### config.mk
export PLATFORM = sky130hd
export DESIGN_NAME = tick_to_ohlc_bar_aggregator_flat
export DESIGN_NICKNAME = d
export VERILOG_FILES = /design/src/tta_pkg.sv /design/src/tta_if.sv /design/src/tick_to_ohlc_bar_aggregator.sv /design/src/tta_front.sv /design/src/tta_fifo.sv /design/src/tta_div.sv /design/src/tta_back.sv /design/src/flat_wrapper.sv
export VERILOG_INCLUDE_DIRS = /design/src /design/src/src
export SDC_FILE = /design/constraint.sdc
export NUM_CORES = 2
export LEC_CHECK = 0
export ABC_AREA = 1
export BUFFER_PORTS_ARGS = -buffer_cell sky130_fd_sc_hd__buf_2
export CORE_UTILIZATION = 40
export CTS_CLUSTER_DIAMETER = 80
export DETAILED_ROUTE_END_ITERATION = 12
export HOLD_SLACK_MARGIN = 0.1
export PLACE_DENSITY = 0.59
export SETUP_SLACK_MARGIN = 0.4
export SLEW_MARGIN = 15
export SYNTH_ARGS = -nofsm -noshare
export SYNTH_HDL_FRONTEND = slang
export SYNTH_HIERARCHICAL = 1
export SYNTH_SLANG_ARGS = --single-unit
### constraint.sdc
create_clock -name clk -period 22 [get_ports clk]
set_input_delay 0 -clock clk [delete_from_list [all_inputs] [get_ports clk]]
set_output_delay 0 -clock clk [all_outputs]
set_load 0.03 [all_outputs]
### src/tick_to_ohlc_bar_aggregator_macros.svh
// Assertion macros shared by the bar aggregator RTL
`ifndef TICK_TO_OHLC_BAR_AGGREGATOR_MACROS_SVH
`define TICK_TO_OHLC_BAR_AGGREGATOR_MACROS_SVH
`ifndef SYNTHESIS
`define TTA_ASSERT_IMP(lbl, clk, rst_n, ante, cons) \
    lbl: assert property (@(posedge clk) disable iff (!rst_n) (ante) |-> (cons)) \
        else $error("tta assertion failed");
`define TTA_ASSERT_NXT(lbl, clk, rst_n, ante, cons) \
    lbl: assert property (@(posedge clk) disable iff (!rst_n) (ante) |=> (cons)) \
        else $error("tta assertion failed");
`else
`define TTA_ASSERT_IMP(lbl, clk, rst_n, ante, cons)
`define TTA_ASSERT_NXT(lbl, clk, rst_n, ante, cons)
`endif
`endif

### src/tta_pkg.sv
// Types and constants for the tick to OHLC bar aggregator
`timescale 1ns / 1ps
package tta_pkg;
    localparam int NUM_FRAMES_DEF  = 4;
    localparam int REG_FRAMES      = 4;
    localparam int QUEUE_DEPTH_DEF = 2;
    localparam int SECS_W          = 12;
    localparam int TIME_W          = 64;
    localparam int PRICE_W         = 32;
    localparam int DELTA_W         = 33;
    localparam int PERIOD_W        = 22;
    localparam int CFG_IDX_W       = 8;
    localparam int MS_PER_SEC      = 1000;
    localparam int AVG_DIVISOR     = 3;

    // floor(x / 3) == (x * AVG_RECIP) >> AVG_SHIFT for any x below 2^35
    localparam int                     AVG_RECIP_W = 34;
    localparam logic [AVG_RECIP_W-1:0] AVG_RECIP   = 34'h2_AAAA_AAAB;
    localparam int                     AVG_SHIFT   = 35;

    localparam logic [CFG_IDX_W-1:0] REG_FRAME_A = 8'd0;
    localparam logic [CFG_IDX_W-1:0] REG_FRAME_B = 8'd1;
    localparam logic [CFG_IDX_W-1:0] REG_FRAME_C = 8'd2;
    localparam logic [CFG_IDX_W-1:0] REG_FRAME_D = 8'd3;

    localparam logic [SECS_W-1:0] FRAME_A_RST = 12'd3;
    localparam logic [SECS_W-1:0] FRAME_B_RST = 12'd5;
    localparam logic [SECS_W-1:0] FRAME_C_RST = 12'd10;
    localparam logic [SECS_W-1:0] FRAME_D_RST = 12'd15;

    localparam logic [1:0] DIR_FLAT = 2'b00;
    localparam logic [1:0] DIR_UP   = 2'b01;
    localparam logic [1:0] DIR_DOWN = 2'b11;

    typedef struct packed {
        logic [TIME_W-1:0]         tick_time_ms;
        logic [PRICE_W-1:0]        last_price;
        logic signed [DELTA_W-1:0] dvol;
        logic signed [DELTA_W-1:0] doi;
    } item_t;
endpackage

### src/tta_if.sv
// Channel interfaces: ticks in, bars out, configuration writes
`timescale 1ns / 1ps
interface tick_if;
    import tta_pkg::*;
    logic               valid;
    logic               ready;
    logic [TIME_W-1:0]  tick_time_ms;
    logic [PRICE_W-1:0] last_price;
    logic [PRICE_W-1:0] total_volume;
    logic [PRICE_W-1:0] total_interest;
    modport source (output valid, tick_time_ms, last_price, total_volume, total_interest,
                    input ready);
    modport sink (input valid, tick_time_ms, last_price, total_volume, total_interest,
                  output ready);
endinterface

interface bar_if;
    import tta_pkg::*;
    logic                      valid;
    logic                      ready;
    logic [1:0]                frame_index;
    logic [TIME_W-1:0]         bar_time_ms;
    logic [PRICE_W-1:0]        bar_open;
    logic [PRICE_W-1:0]        bar_high;
    logic [PRICE_W-1:0]        bar_low;
    logic [PRICE_W-1:0]        bar_close;
    logic [PRICE_W-1:0]        bar_average;
    logic signed [1:0]         bar_direction;
    logic signed [DELTA_W-1:0] delta_volume;
    logic signed [DELTA_W-1:0] delta_interest;
    logic signed [DELTA_W-1:0] close_minus_open;
    logic                      last_of_run;
    modport source (output valid, frame_index, bar_time_ms, bar_open, bar_high, bar_low,
                    bar_close, bar_average, bar_direction, delta_volume, delta_interest,
                    close_minus_open, last_of_run, input ready);
    modport sink (input valid, frame_index, bar_time_ms, bar_open, bar_high, bar_low,
                  bar_close, bar_average, bar_direction, delta_volume, delta_interest,
                  close_minus_open, last_of_run, output ready);
endinterface

interface cfg_if;
    import tta_pkg::*;
    logic                 valid;
    logic                 ready;
    logic [CFG_IDX_W-1:0] index;
    logic [SECS_W-1:0]    data;
    modport source (output valid, index, data, input ready);
    modport sink (input valid, index, data, output ready);
endinterface

### src/tick_to_ohlc_bar_aggregator.sv
// Top level: configuration registers, front end, queue and back end
//
//  channel | dir | handshake         | payload
//  tick    | in  | valid/ready       | tick_time_ms, last_price, total_volume, total_interest
//  bar     | out | valid/ready       | frame_index .. last_of_run, one per frame
//  cfg     | in  | valid/ready (rdy=1)| index, data (frame seconds)
//
// Each frame runs on the shared one-bit-per-cycle divider for the floor of the tick time,
// then latches the floor, updates the bar, forms the average by reciprocal multiply in two
// halves and holds the bar in the output registers until bar ready. The first tick after
// reset gives no bars. Reset clears the bar stores to zero at once. The front end keeps
// taking ticks while the queue has room; a stalled bar output holds the back end.
`timescale 1ns / 1ps
module tick_to_ohlc_bar_aggregator #(
    parameter int NUM_FRAMES  = tta_pkg::NUM_FRAMES_DEF,
    parameter int QUEUE_DEPTH = tta_pkg::QUEUE_DEPTH_DEF
) (
    input  logic clk,
    input  logic rst_n,
    tick_if.sink  tick,
    bar_if.source bar,
    cfg_if.sink   cfg
);
    import tta_pkg::*;

    logic [SECS_W-1:0] frame_secs_reg [REG_FRAMES];
    logic  q_full, q_empty, q_push, q_pop;
    item_t q_item, q_head;

    assign cfg.ready = 1'b1;

    always_ff @(posedge clk or negedge rst_n)
    begin
        if (!rst_n)
        begin
            frame_secs_reg[0] <= FRAME_A_RST;
            frame_secs_reg[1] <= FRAME_B_RST;
            frame_secs_reg[2] <= FRAME_C_RST;
            frame_secs_reg[3] <= FRAME_D_RST;
        end
        else if (cfg.valid)
        begin
            unique case (cfg.index)
                REG_FRAME_A: frame_secs_reg[0] <= cfg.data;
                REG_FRAME_B: frame_secs_reg[1] <= cfg.data;
                REG_FRAME_C: frame_secs_reg[2] <= cfg.data;
                REG_FRAME_D: frame_secs_reg[3] <= cfg.data;
                default: ;
            endcase
        end
    end

    tta_front u_front (
        .clk    (clk),
        .rst_n  (rst_n),
        .tick   (tick),
        .q_full (q_full),
        .q_push (q_push),
        .q_item (q_item)
    );

    tta_fifo #(.DEPTH(QUEUE_DEPTH)) u_fifo (
        .clk       (clk),
        .rst_n     (rst_n),
        .push      (q_push),
        .push_item (q_item),
        .pop       (q_pop),
        .head_item (q_head),
        .full      (q_full),
        .empty     (q_empty)
    );

    tta_back #(.NUM_FRAMES(NUM_FRAMES)) u_back (
        .clk        (clk),
        .rst_n      (rst_n),
        .frame_secs (frame_secs_reg),
        .q_empty    (q_empty),
        .q_head     (q_head),
        .q_pop      (q_pop),
        .bar        (bar)
    );
endmodule

### src/tta_front.sv
// Front end: primes on the first tick, turns cumulative values into per-tick differences
`timescale 1ns / 1ps
module tta_front (
    input  logic           clk,
    input  logic           rst_n,
    tick_if.sink           tick,
    input  logic           q_full,
    output logic           q_push,
    output tta_pkg::item_t q_item
);
    import tta_pkg::*;

    logic               primed_reg;
    logic [PRICE_W-1:0] prev_vol_reg;
    logic [PRICE_W-1:0] prev_oi_reg;
    logic               accept;

    assign tick.ready = !q_full;
    assign accept     = tick.valid && tick.ready;
    assign q_push     = accept && primed_reg;

    always_comb
    begin
        q_item.tick_time_ms = tick.tick_time_ms;
        q_item.last_price   = tick.last_price;
        q_item.dvol = $signed({1'b0, tick.total_volume}) - $signed({1'b0, prev_vol_reg});
        q_item.doi  = $signed({1'b0, tick.total_interest}) - $signed({1'b0, prev_oi_reg});
    end

    always_ff @(posedge clk or negedge rst_n)
    begin
        if (!rst_n)
        begin
            primed_reg   <= 1'b0;
            prev_vol_reg <= '0;
            prev_oi_reg  <= '0;
        end
        else if (accept)
        begin
            primed_reg   <= 1'b1;
            prev_vol_reg <= tick.total_volume;
            prev_oi_reg  <= tick.total_interest;
        end
    end
endmodule

### src/tta_fifo.sv
// Short queue between front and back end
`timescale 1ns / 1ps
module tta_fifo #(
    parameter int DEPTH = tta_pkg::QUEUE_DEPTH_DEF
) (
    input  logic           clk,
    input  logic           rst_n,
    input  logic           push,
    input  tta_pkg::item_t push_item,
    input  logic           pop,
    output tta_pkg::item_t head_item,
    output logic           full,
    output logic           empty
);
    import tta_pkg::*;
    `include "tick_to_ohlc_bar_aggregator_macros.svh"

    localparam int PW = (DEPTH > 1) ? $clog2(DEPTH) : 1;
    localparam int CW = $clog2(DEPTH + 1);

    item_t         mem_reg [DEPTH];
    logic [PW-1:0] wr_ptr_reg;
    logic [PW-1:0] rd_ptr_reg;
    logic [CW-1:0] count_reg;

    assign full      = (count_reg == CW'(DEPTH));
    assign empty     = (count_reg == '0);
    assign head_item = mem_reg[rd_ptr_reg];

    always_ff @(posedge clk)
    begin
        if (push)
            mem_reg[wr_ptr_reg] <= push_item;
    end

    always_ff @(posedge clk or negedge rst_n)
    begin
        if (!rst_n)
        begin
            wr_ptr_reg <= '0;
            rd_ptr_reg <= '0;
            count_reg  <= '0;
        end
        else
        begin
            if (push)
                wr_ptr_reg <= (wr_ptr_reg == PW'(DEPTH - 1)) ? '0 : wr_ptr_reg + 1'b1;
            if (pop)
                rd_ptr_reg <= (rd_ptr_reg == PW'(DEPTH - 1)) ? '0 : rd_ptr_reg + 1'b1;
            if (push && !pop)
                count_reg <= count_reg + 1'b1;
            else if (pop && !push)
                count_reg <= count_reg - 1'b1;
        end
    end

    `TTA_ASSERT_IMP(a_no_overflow, clk, rst_n, push, !full || pop)
    `TTA_ASSERT_IMP(a_no_underflow, clk, rst_n, pop, !empty)
    `TTA_ASSERT_NXT(a_count_up, clk, rst_n, push && !pop, count_reg == $past(count_reg) + 1'b1)
endmodule

### src/tta_div.sv
// Restoring divider for the remainder, one bit per cycle
`timescale 1ns / 1ps
module tta_div (
    input  logic                          clk,
    input  logic                          rst_n,
    input  logic                          start,
    input  logic [tta_pkg::TIME_W-1:0]    dividend,
    input  logic [tta_pkg::PERIOD_W-1:0]  divisor,
    output logic                          done,
    output logic [tta_pkg::PERIOD_W-1:0]  remainder
);
    import tta_pkg::*;
    `include "tick_to_ohlc_bar_aggregator_macros.svh"

    localparam int CNT_W = $clog2(TIME_W);

    logic                busy_reg;
    logic                done_reg;
    logic [CNT_W-1:0]    cnt_reg;
    logic [TIME_W-1:0]   q_reg;
    logic [PERIOD_W-1:0] r_reg;
    logic [PERIOD_W-1:0] d_reg;
    logic [PERIOD_W:0]   shifted;
    logic [PERIOD_W:0]   diff;
    logic                ge;

    assign shifted   = {r_reg, q_reg[TIME_W-1]};
    assign diff      = shifted - {1'b0, d_reg};
    assign ge        = (shifted >= {1'b0, d_reg});
    assign done      = done_reg;
    assign remainder = r_reg;

    always_ff @(posedge clk)
    begin
        if (start)
        begin
            q_reg <= dividend;
            r_reg <= '0;
            d_reg <= divisor;
        end
        else if (busy_reg)
        begin
            q_reg <= {q_reg[TIME_W-2:0], ge};
            r_reg <= ge ? diff[PERIOD_W-1:0] : shifted[PERIOD_W-1:0];
        end
    end

    always_ff @(posedge clk or negedge rst_n)
    begin
        if (!rst_n)
        begin
            busy_reg <= 1'b0;
            done_reg <= 1'b0;
            cnt_reg  <= '0;
        end
        else
        begin
            done_reg <= busy_reg && (cnt_reg == '0);
            if (start)
            begin
                busy_reg <= 1'b1;
                cnt_reg  <= CNT_W'(TIME_W - 1);
            end
            else if (busy_reg)
            begin
                cnt_reg <= cnt_reg - 1'b1;
                if (cnt_reg == '0)
                    busy_reg <= 1'b0;
            end
        end
    end

    `TTA_ASSERT_IMP(a_start_idle, clk, rst_n, start, !busy_reg)
    `TTA_ASSERT_NXT(a_done_follows, clk, rst_n, busy_reg && cnt_reg == '0, done_reg && !busy_reg)
    `TTA_ASSERT_IMP(a_done_single, clk, rst_n, done_reg, !busy_reg)
endmodule

### src/tta_back.sv
// Back end: per-frame bar floor, update, average and result register
`timescale 1ns / 1ps
module tta_back #(
    parameter int NUM_FRAMES = tta_pkg::NUM_FRAMES_DEF
) (
    input  logic                       clk,
    input  logic                       rst_n,
    input  logic [tta_pkg::SECS_W-1:0] frame_secs [tta_pkg::REG_FRAMES],
    input  logic                       q_empty,
    input  tta_pkg::item_t             q_head,
    output logic                       q_pop,
    bar_if.source                      bar
);
    import tta_pkg::*;
    `include "tick_to_ohlc_bar_aggregator_macros.svh"

    localparam int FRAMES = (NUM_FRAMES > REG_FRAMES) ? REG_FRAMES : NUM_FRAMES;
    localparam int FW     = (FRAMES > 1) ? $clog2(FRAMES) : 1;
    localparam int HALF_W = (PRICE_W + 2) / 2;
    localparam int PART_W = HALF_W + AVG_RECIP_W;
    localparam int ACC_W  = PRICE_W + 2 + AVG_RECIP_W;

    localparam logic [2:0] S_IDLE = 3'd0;
    localparam logic [2:0] S_MOD  = 3'd1;
    localparam logic [2:0] S_UPD  = 3'd2;
    localparam logic [2:0] S_AVG  = 3'd3;
    localparam logic [2:0] S_OUT  = 3'd4;

    logic [2:0]  state_reg, state_next;
    logic [FW-1:0] k_reg;
    item_t       item_reg;
    logic [TIME_W-1:0] floored_reg;

    logic [TIME_W-1:0]         start_store [FRAMES];
    logic [PRICE_W-1:0]        open_store  [FRAMES];
    logic [PRICE_W-1:0]        high_store  [FRAMES];
    logic [PRICE_W-1:0]        low_store   [FRAMES];
    logic signed [DELTA_W-1:0] fvol_store  [FRAMES];
    logic signed [DELTA_W-1:0] foi_store   [FRAMES];

    logic [1:0]                o_frame_reg;
    logic [TIME_W-1:0]         o_time_reg;
    logic [PRICE_W-1:0]        o_open_reg, o_high_reg, o_low_reg, o_close_reg, o_avg_reg;
    logic signed [1:0]         o_dir_reg;
    logic signed [DELTA_W-1:0] o_dvol_reg, o_doi_reg, o_com_reg;
    logic                      o_last_reg;

    logic [PRICE_W+1:0]        avg_sum_reg;
    logic [ACC_W-1:0]          avg_acc_reg;
    logic                      avg_ph_reg;
    logic [HALF_W-1:0]         avg_half;
    logic [PART_W-1:0]         avg_part;
    logic [ACC_W-1:0]          avg_total;

    logic                      div_start, div_done;
    logic [TIME_W-1:0]         div_dividend;
    logic [PERIOD_W-1:0]       div_divisor, div_r;
    logic [FW-1:0]             k_sel;
    logic [SECS_W-1:0]         secs;
    logic [PERIOD_W-1:0]       period;
    logic                      is_last, out_take, hit;
    logic [PRICE_W-1:0]        price, new_open, new_high, new_low;
    logic signed [DELTA_W-1:0] new_dvol, new_doi;
    logic signed [DELTA_W:0]   dv_diff, di_diff;
    logic [PRICE_W+1:0]        sum3;

    function automatic logic signed [DELTA_W-1:0] sat33(input logic signed [DELTA_W:0] v);
        logic signed [DELTA_W-1:0] r;
        if (v[DELTA_W] != v[DELTA_W-1])
            r = v[DELTA_W] ? {1'b1, {(DELTA_W-1){1'b0}}} : {1'b0, {(DELTA_W-1){1'b1}}};
        else
            r = v[DELTA_W-1:0];
        return r;
    endfunction

    assign is_last  = (k_reg == FW'(FRAMES - 1));
    assign out_take = (state_reg == S_OUT) && bar.ready;
    assign q_pop    = (state_reg == S_IDLE) && !q_empty;
    assign price    = item_reg.last_price;

    // frame whose floor division starts this cycle
    assign k_sel  = (state_reg == S_IDLE) ? '0 : k_reg + 1'b1;
    assign secs   = frame_secs[2'(k_sel)];
    assign period = PERIOD_W'((secs == '0) ? SECS_W'(1) : secs) * PERIOD_W'(MS_PER_SEC);

    always_comb
    begin
        hit      = (floored_reg == start_store[k_reg]);
        dv_diff  = (DELTA_W+1)'(item_reg.dvol) - (DELTA_W+1)'(fvol_store[k_reg]);
        di_diff  = (DELTA_W+1)'(item_reg.doi) - (DELTA_W+1)'(foi_store[k_reg]);
        if (hit)
        begin
            new_open = open_store[k_reg];
            new_high = (price > high_store[k_reg]) ? price : high_store[k_reg];
            new_low  = (price < low_store[k_reg]) ? price : low_store[k_reg];
            new_dvol = sat33(dv_diff);
            new_doi  = sat33(di_diff);
        end
        else
        begin
            new_open = price;
            new_high = price;
            new_low  = price;
            new_dvol = item_reg.dvol;
            new_doi  = item_reg.doi;
        end
        sum3 = (PRICE_W+2)'(new_high) + (PRICE_W+2)'(new_low) + (PRICE_W+2)'(price);
    end

    // average by reciprocal multiply, low half of the sum first, high half next
    always_comb
    begin
        avg_half  = avg_ph_reg ? avg_sum_reg[PRICE_W+1:HALF_W] : avg_sum_reg[HALF_W-1:0];
        avg_part  = PART_W'(avg_half) * PART_W'(AVG_RECIP);
        avg_total = avg_acc_reg + {avg_part, HALF_W'(0)};
    end

    always_comb
    begin
        div_start    = q_pop || (out_take && !is_last);
        div_dividend = (state_reg == S_IDLE) ? q_head.tick_time_ms : item_reg.tick_time_ms;
        div_divisor  = period;
    end

    tta_div u_div (
        .clk       (clk),
        .rst_n     (rst_n),
        .start     (div_start),
        .dividend  (div_dividend),
        .divisor   (div_divisor),
        .done      (div_done),
        .remainder (div_r)
    );

    always_comb
    begin
        state_next = state_reg;
        unique case (state_reg)
            S_IDLE: if (!q_empty) state_next = S_MOD;
            S_MOD:  if (div_done) state_next = S_UPD;
            S_UPD:  state_next = S_AVG;
            S_AVG:  if (avg_ph_reg) state_next = S_OUT;
            S_OUT:  if (bar.ready) state_next = is_last ? S_IDLE : S_MOD;
            default: state_next = S_IDLE;
        endcase
    end

    always_ff @(posedge clk)
    begin
        if (q_pop)
            item_reg <= q_head;
        if (state_reg == S_MOD && div_done)
            floored_reg <= item_reg.tick_time_ms - TIME_W'(div_r);
        if (state_reg == S_UPD)
        begin
            avg_sum_reg <= sum3;
            o_frame_reg <= 2'(k_reg);
            o_time_reg  <= floored_reg;
            o_open_reg  <= new_open;
            o_high_reg  <= new_high;
            o_low_reg   <= new_low;
            o_close_reg <= price;
            o_dvol_reg  <= new_dvol;
            o_doi_reg   <= new_doi;
            o_com_reg   <= (DELTA_W)'(price) - (DELTA_W)'(new_open);
            o_last_reg  <= is_last;
            if (new_open > price)
                o_dir_reg <= DIR_DOWN;
            else if (new_open == price)
                o_dir_reg <= DIR_FLAT;
            else
                o_dir_reg <= DIR_UP;
        end
        if (state_reg == S_AVG && !avg_ph_reg)
            avg_acc_reg <= ACC_W'(avg_part);
        if (state_reg == S_AVG && avg_ph_reg)
            o_avg_reg <= avg_total[AVG_SHIFT+PRICE_W-1:AVG_SHIFT];
    end

    always_ff @(posedge clk or negedge rst_n)
    begin
        if (!rst_n)
        begin
            state_reg  <= S_IDLE;
            k_reg      <= '0;
            avg_ph_reg <= 1'b0;
            for (int i = 0; i < FRAMES; i++)
            begin
                start_store[i] <= '0;
                open_store[i]  <= '0;
                high_store[i]  <= '0;
                low_store[i]   <= '0;
                fvol_store[i]  <= '0;
                foi_store[i]   <= '0;
            end
        end
        else
        begin
            state_reg <= state_next;
            if (q_pop)
                k_reg <= '0;
            else if (out_take && !is_last)
                k_reg <= k_reg + 1'b1;
            if (state_reg == S_UPD)
                avg_ph_reg <= 1'b0;
            else if (state_reg == S_AVG)
                avg_ph_reg <= !avg_ph_reg;
            if (state_reg == S_UPD)
            begin
                high_store[k_reg] <= new_high;
                low_store[k_reg]  <= new_low;
                if (!hit)
                begin
                    start_store[k_reg] <= floored_reg;
                    open_store[k_reg]  <= price;
                    fvol_store[k_reg]  <= item_reg.dvol;
                    foi_store[k_reg]   <= item_reg.doi;
                end
            end
        end
    end

    assign bar.valid            = (state_reg == S_OUT);
    assign bar.frame_index      = o_frame_reg;
    assign bar.bar_time_ms      = o_time_reg;
    assign bar.bar_open         = o_open_reg;
    assign bar.bar_high         = o_high_reg;
    assign bar.bar_low          = o_low_reg;
    assign bar.bar_close        = o_close_reg;
    assign bar.bar_average      = o_avg_reg;
    assign bar.bar_direction    = o_dir_reg;
    assign bar.delta_volume     = o_dvol_reg;
    assign bar.delta_interest   = o_doi_reg;
    assign bar.close_minus_open = o_com_reg;
    assign bar.last_of_run      = o_last_reg;

    `TTA_ASSERT_IMP(a_valid_only_out, clk, rst_n, bar.valid, state_reg == S_OUT)
    `TTA_ASSERT_IMP(a_last_flag, clk, rst_n, bar.valid && bar.last_of_run, bar.frame_index == 2'(FRAMES - 1))
    `TTA_ASSERT_IMP(a_pop_idle, clk, rst_n, q_pop, k_sel == '0)
    `TTA_ASSERT_NXT(a_stall_hold, clk, rst_n, bar.valid && !bar.ready, bar.valid && $stable(o_avg_reg))
endmodule
### src/flat_wrapper.sv
// flat-port wrapper written by rule: the top's interface ports become plain ports
module tick_to_ohlc_bar_aggregator_flat import tta_pkg::*;
#(
    parameter int NUM_FRAMES  = tta_pkg::NUM_FRAMES_DEF,
    parameter int QUEUE_DEPTH = tta_pkg::QUEUE_DEPTH_DEF
)
  (clk, rst_n, tick_valid, tick_tick_time_ms, tick_last_price, tick_total_volume, tick_total_interest, tick_ready, bar_valid, bar_frame_index, bar_bar_time_ms, bar_bar_open, bar_bar_high, bar_bar_low, bar_bar_close, bar_bar_average, bar_bar_direction, bar_delta_volume, bar_delta_interest, bar_close_minus_open, bar_last_of_run, bar_ready, cfg_valid, cfg_index, cfg_data, cfg_ready);
  tick_if tick_i ();
  bar_if bar_i ();
  cfg_if cfg_i ();
  input  logic clk;
  input  logic rst_n;
  input wire logic [$bits(tick_i.valid)-1:0] tick_valid;
  input wire logic [$bits(tick_i.tick_time_ms)-1:0] tick_tick_time_ms;
  input wire logic [$bits(tick_i.last_price)-1:0] tick_last_price;
  input wire logic [$bits(tick_i.total_volume)-1:0] tick_total_volume;
  input wire logic [$bits(tick_i.total_interest)-1:0] tick_total_interest;
  output wire logic [$bits(tick_i.ready)-1:0] tick_ready;
  output wire logic [$bits(bar_i.valid)-1:0] bar_valid;
  output wire logic [$bits(bar_i.frame_index)-1:0] bar_frame_index;
  output wire logic [$bits(bar_i.bar_time_ms)-1:0] bar_bar_time_ms;
  output wire logic [$bits(bar_i.bar_open)-1:0] bar_bar_open;
  output wire logic [$bits(bar_i.bar_high)-1:0] bar_bar_high;
  output wire logic [$bits(bar_i.bar_low)-1:0] bar_bar_low;
  output wire logic [$bits(bar_i.bar_close)-1:0] bar_bar_close;
  output wire logic [$bits(bar_i.bar_average)-1:0] bar_bar_average;
  output wire logic [$bits(bar_i.bar_direction)-1:0] bar_bar_direction;
  output wire logic [$bits(bar_i.delta_volume)-1:0] bar_delta_volume;
  output wire logic [$bits(bar_i.delta_interest)-1:0] bar_delta_interest;
  output wire logic [$bits(bar_i.close_minus_open)-1:0] bar_close_minus_open;
  output wire logic [$bits(bar_i.last_of_run)-1:0] bar_last_of_run;
  input wire logic [$bits(bar_i.ready)-1:0] bar_ready;
  input wire logic [$bits(cfg_i.valid)-1:0] cfg_valid;
  input wire logic [$bits(cfg_i.index)-1:0] cfg_index;
  input wire logic [$bits(cfg_i.data)-1:0] cfg_data;
  output wire logic [$bits(cfg_i.ready)-1:0] cfg_ready;
  assign tick_i.valid = tick_valid;
  assign tick_i.tick_time_ms = tick_tick_time_ms;
  assign tick_i.last_price = tick_last_price;
  assign tick_i.total_volume = tick_total_volume;
  assign tick_i.total_interest = tick_total_interest;
  assign tick_ready = tick_i.ready;
  assign bar_valid = bar_i.valid;
  assign bar_frame_index = bar_i.frame_index;
  assign bar_bar_time_ms = bar_i.bar_time_ms;
  assign bar_bar_open = bar_i.bar_open;
  assign bar_bar_high = bar_i.bar_high;
  assign bar_bar_low = bar_i.bar_low;
  assign bar_bar_close = bar_i.bar_close;
  assign bar_bar_average = bar_i.bar_average;
  assign bar_bar_direction = bar_i.bar_direction;
  assign bar_delta_volume = bar_i.delta_volume;
  assign bar_delta_interest = bar_i.delta_interest;
  assign bar_close_minus_open = bar_i.close_minus_open;
  assign bar_last_of_run = bar_i.last_of_run;
  assign bar_i.ready = bar_ready;
  assign cfg_i.valid = cfg_valid;
  assign cfg_i.index = cfg_index;
  assign cfg_i.data = cfg_data;
  assign cfg_ready = cfg_i.ready;
  tick_to_ohlc_bar_aggregator #(.NUM_FRAMES(NUM_FRAMES), .QUEUE_DEPTH(QUEUE_DEPTH)) u_core (.clk(clk), .rst_n(rst_n), .tick(tick_i), .bar(bar_i), .cfg(cfg_i));
endmodule
==> summary.txt <==
Floorplanning
  – Chip Width: 538 µm
  – FP Rows: 196
  – Core region area: 285000 µm²
  – I/O Pins: 516
  – Die ar.: 289000 µm²
  – Initial core utilization: 0.402
  – Die Y: 538 µm

Synth
  – Mapped Avg Cell Area: 8.81 µm²
  – Synth async-reset ratio: 0.495
  – Post-Syn Instances: 13023
  – Distinct cells, synth: 64
  – Mapped Area: 115000 µm²
  – Register bit count reported by yosys: 2089
  – EDFF count, synth: 1032
  – Ys Warns: 6
  – Sequential share of the synthesized area: 0.500
  – Main synth FF type: edfxtp_1

CTS
  – Clk sink count: 2089
  – Resize count post-CTS: 0
  – Total CTS buffers: 233
  – Clk_lat worst skew: 920 ps
  – CTS tree: yes
  – Clk Tree Root Cell: clkbuf_16
  – Hold buffers post-CTS: 428
  – Post-CTS Setup Inserts: 0
  – Clock-pin slew on the worst setup and hold paths: 60 ps
  – H-tree levels: 4
  – Bufs on Longest Clock Path: 4

Detailed routing
  – Number of remaining DRC errors: 0
  – Wire per inst: 19.8 µm
  – ANT nets after route: 0
  – Drt initial violations: 8350
  – Routed via count: 90674
  – DRT Wirelength: 351 mm
  – Drt first pass iters: 8
  – Vias per inst: 5.12

Place
  – Placer Congestion: 0.950
  – IO buf count: 514
  – Post-DP HPWL: 241 mm

Layout
  – # nets final: 14593
  – Ratio of cells with drive above 1 in the final layout: 0.0928
  – Largest register FFs: 324
  – Syn-to-layout area delta: 15.3%

Run
  – Max Cap Viol: 0

Setup path
  – Setup crit end kind: flip-flop
  – Crit path required time: 22690 ps
  – Slowest cell on crit path: dfrtp_1
  – Most common cell on crit path: inv_1
  – Crit path kind: reg -> reg
  – CP Max Fanout: 20
  – Crit path DAT: 10350 ps
  – Worst stage delay on the critical path: 690 ps
  – Kind of start point of the critical path: flip-flop

Global routing
  – Largest net degree at the start of global routing: 196
  – GR Overflow Total: 0
  – First-pass GRT wire length: 531 mm
  – All-Layer GR Usage: 0.239
  – Initial antenna violation count: 33
  – Vias in the first global route: 86527

Timing
  – Setup Skew: 86.1 ps
  – RSZ-0062 raised after global routing: no
  – Max-slew headroom: 0.197
  – Tmin final: 9660 ps
  – Fin crit share: 0.439
  – Setup violations, final: 0
  – Worst-margin pin slew: 1200 ps
  – F_max: 104 MHz
  – Final Slew Violations: 0
  – Final Hold Fails: 0
  – Sum of negative setup slack: 0 ps
  – Final hold slack: 227 ps

Hold path
  – Hold WC Path Type: in -> reg

Status
  – Status: finished, final reports clean
[kinds of logic (layout without fill, tap and decap cells)]
logic type | count (synthesis) | in the layout | synth area share
XOR/XNOR | 316 | 316 | 0.0241
AO/OA/AOI/OAI | 1830 | 1830 | 0.0900
flip-flops | 2089 | 2089 | 0.500
AND/OR/NAND/NOR | 5998 | 5998 | 0.210
buffers and inverters | 1941 | 2843 | 0.0714
adder cells (fa/ha/maj) | 685 | 685 | 0.0859
other | 2 | 17 | 0.0000655
multiplexers | 162 | 162 | 0.0182
[synthesized netlist by cell type, types with 7 or more instances]
library cell	n	share of area
nand2_2	31	0.0017
inv_1	1332	0.044
or2_2	7	0.00038
mux2_2	92	0.0090
a31oi_1	36	0.0020
mux2_4	70	0.0092
ha_1	514	0.056
o21ai_1	122	0.0053
nand3_2	15	0.0013
edfxtp_1	1032	0.27
clkbuf_1	218	0.0071
dfxtp_1	22	0.0038
o211ai_1	15	0.00098
o21a_1	9	0.00059
nand3b_1	38	0.0025
nor2_2	14	0.00076
o22ai_1	14	0.00076
and2_1	40	0.0022
a21oi_1	587	0.026
inv_2	21	0.00069
buf_6	21	0.0021
a32oi_1	33	0.0025
o31ai_1	8	0.00052
nor2_4	8	0.00079
dfstp_2	10	0.0023
buf_2	148	0.0065
dfrtp_1	1025	0.22
nor3_1	57	0.0025
nand3_1	595	0.026
nand2_1	4483	0.15
o21bai_1	26	0.0017
xnor2_1	89	0.0068
a32o_1	125	0.011
buf_1	51	0.0017
o21ai_0	784	0.034
a22oi_1	9	0.00059
nand4_1	63	0.0034
xor2_1	227	0.017
fa_1	171	0.030
a21boi_0	10	0.00065
nor4_1	29	0.0016
buf_4	146	0.0096
nor2_1	610	0.020
a21o_1	32	0.0021
[critical path: cells and delay by family, from the launching register on]
family / cells / cell delay [ps]
adder cells (fa/ha/maj): 8 / 3850
XOR/XNOR: 1 / 260
AO/OA/AOI/OAI: 2 / 440
flip-flops: 1 / 690
AND/OR/NAND/NOR: 17 / 3030
buffers and inverters: 8 / 1150
[metal layers]
metal  global-route usage  vias up  part of all wire
li1                     -    43975                 -
met1                0.340    43441              0.46
met2                0.378     2752              0.45
met3               0.0355      496             0.066
met4               0.0645       10             0.027
met5                    0        -           0.00019
[path summary, 6_finish.rpt]
kind | startpoint | slack [ps] | cells past startpoint | endpoint
max in group asynchronous | rst_n | 16870 | 9 | u_core/u_back/open_store[82]
min reg2reg | u_core/u_front/primed_reg | 450 | 2 | u_core/u_front/primed_reg
max | u_core/u_back/avg_ph_reg | 12340 | 36 | u_core/u_back/bar.bar_average[30]
max reg2reg | u_core/u_back/avg_ph_reg | 12340 | 36 | u_core/u_back/bar.bar_average[30]
min | tick_total_volume[15] | 230 | 4 | u_core/u_fifo/mem_reg[1][48]
min in group asynchronous | rst_n | 280 | 4 | u_core/u_front/prev_vol_reg[24]
[metrics by stage]
| step | cells | area, µm² | utilization | setup slack [ps] |
|---|---|---|---|---|
| floorplan | 13025 | 115000 | - | 5660 |
| global placement | 16822 | 120000 | 0.421 | 12420 |
| detailed placement | 16822 | 120000 | 0.421 | 12300 |
| CTS | 17689 | 132000 | 0.464 | 12320 |
| global route | 17692 | 132000 | 0.464 | 11540 |
| finish | 17702 | 132000 | 0.464 | 12340 |
[cell type report]
cell class	instances	area, µm²
Timing Repair Buffer	1048	7780
Sequential cell	2089	57400
Inverter	1356	5120
Clock inverter	152	1760
Fill cell	27480	153000
Multi-Input combinational cell	8995	49300
Clock buffer	287	6240
Tap cell	3762	4710
Antenna cell	13	32.5
[placed cells by master (no fill, tap or decap), types with 125 or more instances in the layout]
cell / synthesis / routed
nand2_1: 4483 / 4476
inv_1: 1332 / 1326
edfxtp_1: 1032 / 1032
dfrtp_1: 1025 / 1022
o21ai_0: 784 / 782
nor2_1: 610 / 605
nand3_1: 595 / 595
a21oi_1: 587 / 587
ha_1: 514 / 514
buf_2: 148 / 513
dlygate4sd3_1: 0 / 427
clkbuf_16: 0 / 240
xor2_1: 227 / 227
fa_1: 171 / 171
a32o_1: 125 / 125
Power is left out: the tool's default activity adds up to more than one toggle a clock period on the data nets, which glitch-free logic cannot reach.
